<file path="src/rtl/core/cuvp_pkg.sv">
// Shared types and constants for the unit-vector-to-pixel projection core.
package cuvp_pkg;

    localparam int POLY_ORDER = 5;
    localparam int TBL_DEPTH  = POLY_ORDER * POLY_ORDER;
    localparam int TBL_AW     = (TBL_DEPTH > 1) ? $clog2(TBL_DEPTH) : 1;
    localparam int KW         = (POLY_ORDER > 1) ? $clog2(POLY_ORDER) : 1;

    localparam int DIR_W  = 18;
    localparam int COEF_W = 32;
    localparam int PIX_W  = 20;
    localparam int IDX_W  = 5;

    // ratio divider: |x| << 22 plus z/2, one quotient bit per cycle
    localparam int DIV_W  = 40;
    localparam int DIV_CW = $clog2(DIV_W + 1);
    localparam int ZW     = DIR_W - 1;
    localparam int XN_W   = 25;              // Q2.22 ratio, +-2.0
    localparam int PW     = 23 + POLY_ORDER; // powers of the ratio, Q.22
    localparam int MW     = 22 + 2 * POLY_ORDER; // monomials, Q.22
    localparam int ACC_W  = MW + 6;
    localparam int LIN_W  = 28;

    localparam int CFG_IW = 3;
    localparam int CFG_DW = 24;
    localparam logic [CFG_IW-1:0] CFG_MODE   = 3'd0;
    localparam logic [CFG_IW-1:0] CFG_WIDTH  = 3'd1;
    localparam logic [CFG_IW-1:0] CFG_HEIGHT = 3'd2;
    localparam logic [CFG_IW-1:0] CFG_FX     = 3'd3;
    localparam logic [CFG_IW-1:0] CFG_FY     = 3'd4;

    localparam logic [0:0] ACT_PROJECT = 1'b0;
    localparam logic [0:0] ACT_LOAD    = 1'b1;
    localparam logic [0:0] AXIS_U      = 1'b0;

    localparam logic [23:0] RATIO_LIMIT = 24'h800000;

    typedef struct packed {
        logic          load_coef;
        logic          init;
        logic          div_step;
        logic          ratio;
        logic          lin_mul;
        logic          lin_add;
        logic          pow_step;
        logic          mono;
        logic          term_mul;
        logic          term_acc;
        logic          out_load;
        logic [KW-1:0] idx_k;
        logic [KW-1:0] idx_j;
    } cmd_t;

    typedef struct packed {
        logic z_nonpos;
        logic poly_mode;
    } sts_t;

endpackage

</file>
<file path="src/rtl/core/cuvp_ctrl.sv">
// Sequencer for the projection core: divide, ratio, linear or polynomial pass.
module cuvp_ctrl (
    input  logic               aclk,
    input  logic               aresetn,
    input  logic               s_valid,
    output logic               s_ready,
    input  logic               s_action,
    output logic               m_valid,
    input  logic               m_ready,
    input  cuvp_pkg::sts_t     sts,
    output cuvp_pkg::cmd_t     cmd
);

    localparam logic [3:0] ST_IDLE     = 4'd0;
    localparam logic [3:0] ST_DIV      = 4'd1;
    localparam logic [3:0] ST_RATIO    = 4'd2;
    localparam logic [3:0] ST_LIN_MUL  = 4'd3;
    localparam logic [3:0] ST_LIN_ADD  = 4'd4;
    localparam logic [3:0] ST_POW      = 4'd5;
    localparam logic [3:0] ST_MONO     = 4'd6;
    localparam logic [3:0] ST_TERM_MUL = 4'd7;
    localparam logic [3:0] ST_TERM_ACC = 4'd8;
    localparam logic [3:0] ST_FINISH   = 4'd9;

    localparam logic [cuvp_pkg::KW-1:0] K_LAST = cuvp_pkg::KW'(cuvp_pkg::POLY_ORDER - 1);

    logic [3:0]                    state_reg, state_next;
    logic [cuvp_pkg::DIV_CW-1:0]   cnt_reg, cnt_next;
    logic [cuvp_pkg::KW-1:0]       k_reg, k_next, j_reg, j_next;
    logic                          m_valid_reg, m_valid_next;
    logic                          accept;

    assign s_ready = (state_reg == ST_IDLE);
    assign accept  = s_valid && s_ready;
    assign m_valid = m_valid_reg;

    always_comb begin
        state_next   = state_reg;
        cnt_next     = cnt_reg;
        k_next       = k_reg;
        j_next       = j_reg;
        cmd          = '0;
        cmd.idx_k    = k_reg;
        cmd.idx_j    = j_reg;
        cmd.load_coef = accept && (s_action == cuvp_pkg::ACT_LOAD);
        cmd.init      = accept && (s_action == cuvp_pkg::ACT_PROJECT);
        unique case (state_reg)
            ST_IDLE: begin
                if (cmd.init) begin
                    state_next = sts.z_nonpos ? ST_FINISH : ST_DIV;
                    cnt_next   = '0;
                end
            end
            ST_DIV: begin
                cmd.div_step = 1'b1;
                cnt_next     = cnt_reg + 1'b1;
                if (cnt_reg == cuvp_pkg::DIV_CW'(cuvp_pkg::DIV_W - 1)) begin
                    state_next = ST_RATIO;
                end
            end
            ST_RATIO: begin
                cmd.ratio = 1'b1;
                cnt_next  = cuvp_pkg::DIV_CW'(1);
                k_next    = '0;
                j_next    = '0;
                if (!sts.poly_mode) begin
                    state_next = ST_LIN_MUL;
                end else if (cuvp_pkg::POLY_ORDER > 1) begin
                    state_next = ST_POW;
                end else begin
                    state_next = ST_MONO;
                end
            end
            ST_LIN_MUL: begin
                cmd.lin_mul = 1'b1;
                state_next  = ST_LIN_ADD;
            end
            ST_LIN_ADD: begin
                cmd.lin_add = 1'b1;
                state_next  = ST_FINISH;
            end
            ST_POW: begin
                cmd.pow_step = 1'b1;
                cmd.idx_k    = cnt_reg[cuvp_pkg::KW-1:0];
                cnt_next     = cnt_reg + 1'b1;
                if (cnt_reg[cuvp_pkg::KW-1:0] == K_LAST) begin
                    state_next = ST_MONO;
                end
            end
            ST_MONO: begin
                cmd.mono   = 1'b1;
                state_next = ST_TERM_MUL;
            end
            ST_TERM_MUL: begin
                cmd.term_mul = 1'b1;
                state_next   = ST_TERM_ACC;
            end
            ST_TERM_ACC: begin
                cmd.term_acc = 1'b1;
                state_next   = ST_MONO;
                if (j_reg == K_LAST) begin
                    j_next = '0;
                    if (k_reg == K_LAST) begin
                        state_next = ST_FINISH;
                    end else begin
                        k_next = k_reg + 1'b1;
                    end
                end else begin
                    j_next = j_reg + 1'b1;
                end
            end
            ST_FINISH: begin
                if (!m_valid_reg || m_ready) begin
                    cmd.out_load = 1'b1;
                    state_next   = ST_IDLE;
                end
            end
            default: state_next = ST_IDLE;
        endcase
        m_valid_next = cmd.out_load ? 1'b1 : (m_ready ? 1'b0 : m_valid_reg);
    end

    always_ff @(posedge aclk) begin
        if (!aresetn) begin
            state_reg   <= ST_IDLE;
            cnt_reg     <= '0;
            k_reg       <= '0;
            j_reg       <= '0;
            m_valid_reg <= 1'b0;
        end else begin
            state_reg   <= state_next;
            cnt_reg     <= cnt_next;
            k_reg       <= k_next;
            j_reg       <= j_next;
            m_valid_reg <= m_valid_next;
        end
    end

endmodule

</file>
<file path="config.mk">
export PLATFORM = sky130hd
export DESIGN_NAME = cuvp_ctrl
export DESIGN_NICKNAME = d
export VERILOG_FILES = /design/src/rtl/core/cuvp_pkg.sv /design/src/rtl/core/cuvp_ctrl.sv
export SDC_FILE = /design/constraint.sdc
export NUM_CORES = 1
export LEC_CHECK = 0
export BUFFER_PORTS_ARGS = -buffer_cell sky130_fd_sc_hd__clkbuf_2
export CAP_MARGIN = 20
export CORE_ASPECT_RATIO = 1.25
export CORE_MARGIN = 2
export CORE_UTILIZATION = 57
export DETAILED_ROUTE_END_ITERATION = 12
export GPL_TIMING_DRIVEN = 0
export PLACE_DENSITY = 0.9
export SLEW_MARGIN = 30
export SYNTH_ARGS = -nofsm -noshare
export SYNTH_HDL_FRONTEND = slang
export SYNTH_SLANG_ARGS = --single-unit
</file>
<file path="constraint.sdc">
create_clock -name aclk -period 2.8 [get_ports aclk]
set_clock_uncertainty 0.2 [all_clocks]
set_input_delay 0.42 -clock aclk [delete_from_list [all_inputs] [get_ports aclk]]
set_output_delay 0.42 -clock aclk [all_outputs]
set_load 0.005 [all_outputs]
</file>
; ---- Word level (Yosys, flattened, before mapping)
; Index checks and enable logic that the tools add are counted.
[op_classes]
bitwise = 1
n_addsub = 3
n_eq_ne = 19
reduce_logical = 13
mux = 29
[ops]
columns = cell, count
row1 = 4-bit case mux with 10 select lines, 1
row2 = 4-bit two-way mux, 7
row3 = 6-bit case mux with 3 select lines, 1
row4 = "4-bit by 3-bit equality test with 1-bit output, second input constant", 4
row5 = 3-bit two-way mux, 5
row6 = 1-bit two-way mux, 12
row7 = 3-bit case mux with 2 select lines, 2
row8 = "2-bit != test, second input constant", 5
row9 = "3-bit equality test, second input constant", 3
row10 = "4-bit by 2-bit equality test with 1-bit output, second input constant", 2
row11 = "4-bit equality test, second input constant", 2
row12 = "3-bit by 1-bit adder with 3-bit output, second input constant", 2
row13 = "6-bit by 1-bit adder with 6-bit output, second input constant", 1
row14 = "6-bit equality test, second input constant", 1
row15 = 6-bit two-way mux, 1
row16 = "4-bit by 1-bit equality test with 1-bit output, second input constant", 1
row17 = 4-bit zero test, 1
row18 = 4-bit AND reduction, 1
row19 = 2-bit nonzero test, 2
row20 = 1-bit logical AND, 3
row21 = 3-bit AND reduction, 1
row22 = 3-bit nonzero test, 1
row23 = "2-bit by 1-bit != test with 1-bit output, second input constant", 1
row24 = 2-bit AND reduction, 1
row25 = 4 further kinds, 4
[totals]
output_inout_bits = 19
wordCells = 70
register_bits = 17

; ---- Depth between registers and ports, before layout
; Gate-level depths: netlist of run 1.
[depth]
depth_word = 5
depth_mapped = 6

; ---- Worst setup path before layout of run 1
; No wires, ideal clock.
[synth_timing]
kind = register -> output
start = register state_reg[2]
end = output port cmd[6] (netlist name)
arrival_ns = 1.307
stages_incl_launch_ff = 6
setup_slack_ns = 0.873
t_required_ns = 2.180
cell_sequence = dfxtp_1 buf_4 nand2b_1 or3b_2 nor2b_1 buf_4
[synth_rtl]
columns = item, line_no
row1 = "start, declared", cuvp_ctrl.sv:27  ; logic [3:0] state_reg, state_next;
row2 = "start signal, assigned", cuvp_ctrl.sv:131  ; state_reg <= state_next;
row3 = "end, declared", cuvp_ctrl.sv:11  ; output cuvp_pkg::cmd_t cmd

==> results of run 1 <==
power groups by stage:
stage               clock network, W  logic [W]  registers (W)
finish                      0.000135   0.000571       0.000300
global route                0.000146   0.000634       0.000306
CTS                         0.000142   0.000568       0.000300
detailed placement                 0   0.000563       0.000307
global placement                   0   0.000543       0.000303
floorplan                          0   0.000433       0.000300
metal layers:
layer,up-vias,global-route usage
met4,0,0.162
li1,567,-
met5,-,0
met1,530,0.277
met3,7,0.0363
met2,41,0.394
final timing paths:
path / from / endpoint / slack, ns / cells past startpoint
setup / recovery: state_reg[2] / cmd[5] / 0.31 / 5
hold / removal: aresetn / state_reg[3] / 0.17 / 2
setup reg to reg: state_reg[1] / j_reg[2] / 0.76 / 6
hold reg to reg: j_reg[2] / j_reg[2] / 0.33 / 2
logic make-up after synthesis:
| family | share of synthesized area |
|---|---|
| DFF | 0.289 |
| muxes | 0.0361 |
| buffers and inverters | 0.0691 |
| adders and majority gates | 0.0638 |
| and+or+nand+nor | 0.333 |
| AOI/OAI and AO/OA | 0.202 |
| xor gates and xnor gates | 0.00744 |
cell usage in the layout (no fill, tap or decap), types with 3 or more instances in the layout:
cell | netlist | routed
sky130_fd_sc_hd__inv_1 | 8 | 8
sky130_fd_sc_hd__nand2b_1 | 9 | 9
sky130_fd_sc_hd__ha_1 | 6 | 6
sky130_fd_sc_hd__a311oi_2 | 3 | 3
sky130_fd_sc_hd__dfxtp_1 | 17 | 17
sky130_fd_sc_hd__o21ai_0 | 6 | 6
sky130_fd_sc_hd__nand2_1 | 9 | 9
sky130_fd_sc_hd__nor3_1 | 4 | 4
sky130_fd_sc_hd__clkbuf_2 | 0 | 25
sky130_fd_sc_hd__nor2b_1 | 4 | 4
sky130_fd_sc_hd__nand3_1 | 5 | 5
sky130_fd_sc_hd__nor2_1 | 23 | 23
sky130_fd_sc_hd__a21oi_1 | 8 | 8
sky130_fd_sc_hd__clkbuf_4 | 0 | 3
sky130_fd_sc_hd__buf_1 | 3 | 3
stage by stage:
step	setup slack (ns)	power, W
global route	0.219	0.00109
finish	0.309	0.00101
CTS	0.327	0.00101
detailed placement	0.670	0.000869
global placement	0.719	0.000846
floorplan	0.873	0.000734
layout make-up:
type	instances	area (µm²)
clock buffers	3	22.5
well taps	20	25.0
fillers	154	604
repair buffers	25	125
multi-input cells	110	756
clock inverters	1	5.00
inverters	9	35.0
flip-flops and latches	17	340
plain buffers	8	46.3
critical path, delay by kind of cell, from the launching register on:
family / cells / cell delay, ns
simple gates: 2 / 0.53
buf+inv: 2 / 0.28
mux: 1 / 0.41
flops: 1 / 0.35
==> results.rst, run 1 <==
.. list-table::
   :header-rows: 1

   * - Metric
     - Value
   * - Actual transition at the worst max-transition pin
     - approximately 0.6 ns
   * - TritonCTS clock tree
     - built
   * - Average cell area after synthesis
     - around 8.2 µm²
   * - Antenna Nets Post-Route
     - 0
   * - Static leakage
     - slightly below 0.6 nW
   * - DRT iter0 DRCs
     - 14
   * - Post-synthesis net count
     - about 160
   * - Path type of the worst min-delay path
     - input port to register
   * - Routed wire per std cell
     - 13.4 µm
   * - Top_reg_cell synth
     - sky130_fd_sc_hd__dfxtp_1
   * - Detailed-route vias per instance
     - 5.93
   * - Slowest stage delay, CP
     - approximately 0.42 ns
   * - Final period utilization
     - 0.890
   * - Startpoint class of the critical path
     - register
   * - Port-buffer cells
     - 25
   * - Amount of wire on met2 after detailed routing
     - 1.31 mm
   * - Critical path type
     - register to output port
   * - Syn-to-layout area delta
     - 15.1%
   * - Detailed placer's ending HPWL
     - about 2.0 mm
   * - Result of the run
     - finished clean
   * - Final critical path time including I/O delays and setup
     - about 2.5 ns
   * - Total number of vias
     - ~1100
   * - Post-synthesis cell count
     - about 140
   * - Detailed-router iteration count before antenna repair
     - 4
   * - Cell-internal power
     - 0.000578 W
   * - Cell chain of the critical path
     - buf_4, nand2_1, nor3_2, mux2_2, clkbuf_2
   * - Flip-flop and latch count after synthesis
     - 17
   * - Hold Fails Final Rpt
     - 0
   * - Setup crit end kind
     - output port
   * - Post-CTS clock slew at the launch and capture registers of the worst setup and hold paths
     - roughly 0.1 ns
   * - Number of top-level pins
     - 26
   * - Setup TNS after final layout
     - 0 ns
   * - Timing-limited maximum frequency
     - 0.401 GHz
   * - Layout cells sized above 1
     - 0.277
   * - Cell Area, Placed
     - 1330 µm²
   * - RSZ-0062 raised after global routing
     - no
   * - Slowest cell on the critical path
     - sky130_fd_sc_hd__nor3_2
   * - Top cells by area, synth
     - sky130_fd_sc_hd__dfxtp_1 (29%), sky130_fd_sc_hd__nor2_1 (7.3%), sky130_fd_sc_hd__ha_1 (6.4%), sky130_fd_sc_hd__nand2b_1 (4.8%), sky130_fd_sc_hd__a311oi_2 (3.8%)
   * - Root cell of the clock tree
     - sky130_fd_sc_hd__clkbuf_4
   * - Worst path required time
     - around 2.2 ns
   * - Net switching power
     - 0.000429 W
   * - Area of the core region
     - ~2000 µm²
   * - Die width
     - approximately 45 µm
   * - Global-route wire length before repair
     - between 4 and 5 mm
   * - Share of synthesized area occupied by flip-flops and latches
     - 0.289
   * - Overall track demand over capacity in global routing
     - 0.237
   * - Fraction of synthesis flops using an asynchronous set or reset pin
     - 0
   * - Routed length on met3
     - 157 µm
   * - Die extent in y
     - 54.8 µm
   * - Finished Cell Area
     - around 1400 µm²
   * - Worst-case headroom to the max-slew limit
     - 0.598
   * - Met1 Routed Length
     - approximately 1.1 mm
   * - Clk pwr share
     - 0.135
   * - Combinational Power Share
     - 0.567
   * - Synthesis warning total
     - 0
   * - H-tree depth
     - 1
   * - Top cells by count, synth
     - sky130_fd_sc_hd__nor2_1 (23), sky130_fd_sc_hd__dfxtp_1 (17), sky130_fd_sc_hd__nand2_1 (9), sky130_fd_sc_hd__nand2b_1 (9)
   * - Hold-fix buffers, CTS
     - 0
   * - Post-CTS setup-driven buffer insertion count
     - 0
   * - Remaining global-route overflow
     - 0
   * - Final instance count without filler cells
     - 193
   * - Library cell with the highest instance count after synthesis
     - sky130_fd_sc_hd__nor2_1
   * - Final Routed Wirelength
     - approximately 2.6 mm
   * - Number of buffers inserted during clock tree synthesis
     - 3
   * - Flip-flop count of the largest register after layout
     - 6
   * - Initial antenna violation count
     - 0
   * - Max Root-Sink Buffers
     - 2
   * - Cell taking the most area after synthesis
     - sky130_fd_sc_hd__dfxtp_1
   * - Via count of the first global-routing pass
     - 1026
   * - DRC viols
     - 0
   * - Final weighted congestion of routability-driven global placement
     - between 0.8 and 0.9
   * - Resized cells post-CTS
     - 0
   * - Number of antenna diodes
     - 0
   * - Clock network latency to the later pin of the worst-skew pair
     - about 0.3 ns
   * - Arrival time at the worst endpoint
     - 1.87 ns
   * - Area enclosed by the die boundary
     - roughly 2400 µm²
   * - Distinct cells, synth
     - 45
   * - Power Dens Cells
     - about 740 nW/µm²
   * - Share of the core filled with cells
     - 0.692
   * - Minimum hold slack
     - about 0.17 ns
   * - Post-synth EDFFs
     - 0
   * - Total number of clock tree sinks
     - 17
   * - Number of placement rows
     - 18
   * - Final #Nets
     - 187
   * - Top layer in use
     - met4
   * - Cell Area, Synth
     - approximately 1200 µm²
   * - Largest driver fanout on the critical path
     - 10
   * - Switching fraction of total power
     - 0.426
   * - Post-synth top area share
     - 0.289
   * - Pin count of the biggest net entering global routing
     - 11
   * - Max-slew violation total from the final report
     - 0
   * - Number of instances in the placed design
     - about 190
   * - Peak VDD IR
     - approximately 0.43 mV
   * - Sequential share of power
     - 0.298
   * - Effective utilization at floorplan
     - 0.601
   * - Number of failing setup endpoints in the final timing report
     - 0
   * - Max Cap Viol
     - 0
(Power assumes the default switching activity.)
==> run 2, diff against run 1 <==
CORE_UTILIZATION = 53   (was 57)
PLACE_DENSITY = 0.85   (was 0.9)
clock period = 2.49 ns   (was 2.8 ns; I/O delays follow)
==> results.rst, run 2 (synthesized netlist as in run 1, its figures left out) <==
.. list-table::
   :header-rows: 1

   * - Metric
     - Value
   * - Result of the run
     - finished clean
   * - Flip-flop count of the largest register after layout
     - 6
   * - Share of the core filled with cells
     - 0.638
   * - Remaining global-route overflow
     - 0
   * - RSZ-0062 raised after global routing
     - no
   * - Net switching power
     - 0.000479 W
   * - Number of buffers inserted during clock tree synthesis
     - 3
   * - Final weighted congestion of routability-driven global placement
     - 0.778
   * - DRT iter0 DRCs
     - 42
   * - Worst-case headroom to the max-slew limit
     - 0.601
   * - Total power draw
     - 0.00113 W
   * - Number of antenna diodes
     - 0
   * - Routed wire per std cell
     - ~13 µm
   * - Final Routed Wirelength
     - roughly 2.5 mm
   * - Via count of the first global-routing pass
     - roughly 1000
   * - Area enclosed by the die boundary
     - about 2600 µm²
   * - Port-buffer cells
     - 25
   * - Critical path type
     - register to output port
   * - Total number of clock tree sinks
     - 17
   * - Leading cell type in the layout, fill and taps excluded
     - sky130_fd_sc_hd__clkbuf_2
   * - Number of failing setup endpoints in the final timing report
     - 0
   * - Max-slew violation total from the final report
     - 0
   * - H-tree depth
     - 1
   * - Area of the core region
     - between 2000 and 2500 µm²
   * - Die width
     - 46.2 µm
   * - Detailed-router iteration count before antenna repair
     - 4
   * - Cell-internal power
     - about 0.00065 W
   * - Clk pwr share
     - 0.133
   * - Root cell of the clock tree
     - sky130_fd_sc_hd__clkbuf_4
   * - Combinational Power Share
     - 0.568
   * - Total number of vias
     - ~1100
   * - Global-route wire length before repair
     - 4.16 mm
   * - Max Root-Sink Buffers
     - 2
   * - Number of placement rows
     - 19
   * - Final critical path time including I/O delays and setup
     - 2.36 ns
   * - Minimum hold slack
     - ~0.14 ns
   * - Syn-to-layout area delta
     - 15.9%
   * - Static leakage
     - 0.580 nW
   * - Switching fraction of total power
     - 0.423
   * - Timing-limited maximum frequency
     - about 0.42 GHz
   * - Arrival time at the worst endpoint
     - ~1.8 ns
   * - Final #Nets
     - about 190
   * - Peak VDD IR
     - between 0.4 and 0.5 mV
   * - Setup crit end kind
     - output port
   * - Hold Fails Final Rpt
     - 0
   * - Final period utilization
     - 0.947
   * - Filler cells
     - 195
   * - Path type of the worst min-delay path
     - input port to register
   * - Register-to-register setup slack
     - around 0.49 ns
   * - Power Dens Cells
     - slightly above 800 nW/µm²
   * - TritonCTS clock tree
     - built
   * - Worst path required time
     - 1.92 ns
   * - Detailed placer's ending HPWL
     - between 1.5 and 2 mm
   * - Number of top-level pins
     - 26
   * - Actual transition at the worst max-transition pin
     - 0.596 ns
   * - Post-CTS setup-driven buffer insertion count
     - 0
   * - Startpoint class of the critical path
     - register
   * - Resized cells post-CTS
     - 0
   * - Layout cells sized above 1
     - 0.277
   * - Overall track demand over capacity in global routing
     - 0.215
   * - Max Cap Viol
     - 0
   * - Die extent in y
     - 56.7 µm
   * - Pin count of the biggest net entering global routing
     - 11
   * - DRC viols
     - 0
   * - Detailed-route vias per instance
     - between 5 and 6
   * - Setup TNS after final layout
     - 0 ns
   * - Antenna Nets Post-Route
     - 0
   * - Commonest non-fill, non-tap cells in the layout
     - sky130_fd_sc_hd__clkbuf_2 (25), sky130_fd_sc_hd__nor2_1 (23), sky130_fd_sc_hd__dfxtp_1 (17)
   * - Effective utilization at floorplan
     - 0.550
   * - Initial antenna violation count
     - 0
   * - Post-CTS clock slew at the launch and capture registers of the worst setup and hold paths
     - about 0.10 ns
   * - Largest driver fanout on the critical path
     - 10
   * - Hold-fix buffers, CTS
     - 0
   * - Sequential share of power
     - 0.298
   * - Clock network latency to the later pin of the worst-skew pair
     - roughly 0.3 ns
[run 2: cell counts in the layout (fill, tap and decap cells not counted)]
Identical to the previous run, type by type.
[run 2: layer usage]
layer / vias up / track usage / part of all wire
met2: 42 / 0.341 / 0.50
met4: 0 / 0.131 / 0.025
li1: 565 / - / -
met1: 506 / 0.264 / 0.42
met3: 7 / 0.0225 / 0.059
met5: - / 0 / 0
[run 2: stage by stage]
| stage | cell area (µm²) | std cells | worst slack [ns] |
|---|---|---|---|
| floorplan | 1180 | 144 | 0.609 |
| CTS | 1360 | 194 | 0.0531 |
| detailed placement | 1330 | 190 | 0.405 |
| global placement | 1330 | 190 | 0.436 |
| global route | 1370 | 194 | 0.0113 |
| finish | 1370 | 194 | 0.132 |
[run 2: cell type report]
type	count	area [µm²]	share of cell area
well taps	21	26.3	0.0192
repair buffers	25	125	0.0917
plain buffers	8	46.3	0.0339
clock inverters	1	5.00	0.00367
inverters	9	35.0	0.0257
flip-flops and latches	17	340	0.249
multi-input cells	110	764	0.560
clock buffers	3	22.5	0.0165
[run 2: critical path, stage by stage, from the launching register on]
cell and delay, ns:
sky130_fd_sc_hd__dfxtp_1 0.33, sky130_fd_sc_hd__buf_6 0.13, sky130_fd_sc_hd__clkbuf_1 0.33, sky130_fd_sc_hd__nor4b_4 0.50, sky130_fd_sc_hd__clkbuf_2 0.20
[run 2: power groups by stage]
stage	registers (W)	clock network, W	logic [W]
final	0.000338	0.000151	0.000643
after global routing	0.000343	0.000165	0.000706
after CTS	0.000337	0.000157	0.000638
after detailed placement	0.000344	0	0.000636
after global placement	0.000342	0	0.000611
after floorplan	0.000338	0	0.000487
[run 2: final timing paths]
path / startpoint / endpoint / cells past startpoint
hold reg to reg: j_reg[2] / j_reg[2] / 2
setup / recovery: state_reg[1] / cmd[13] / 4
hold / removal: aresetn / state_reg[3] / 2
setup reg to reg: state_reg[1] / j_reg[2] / 6
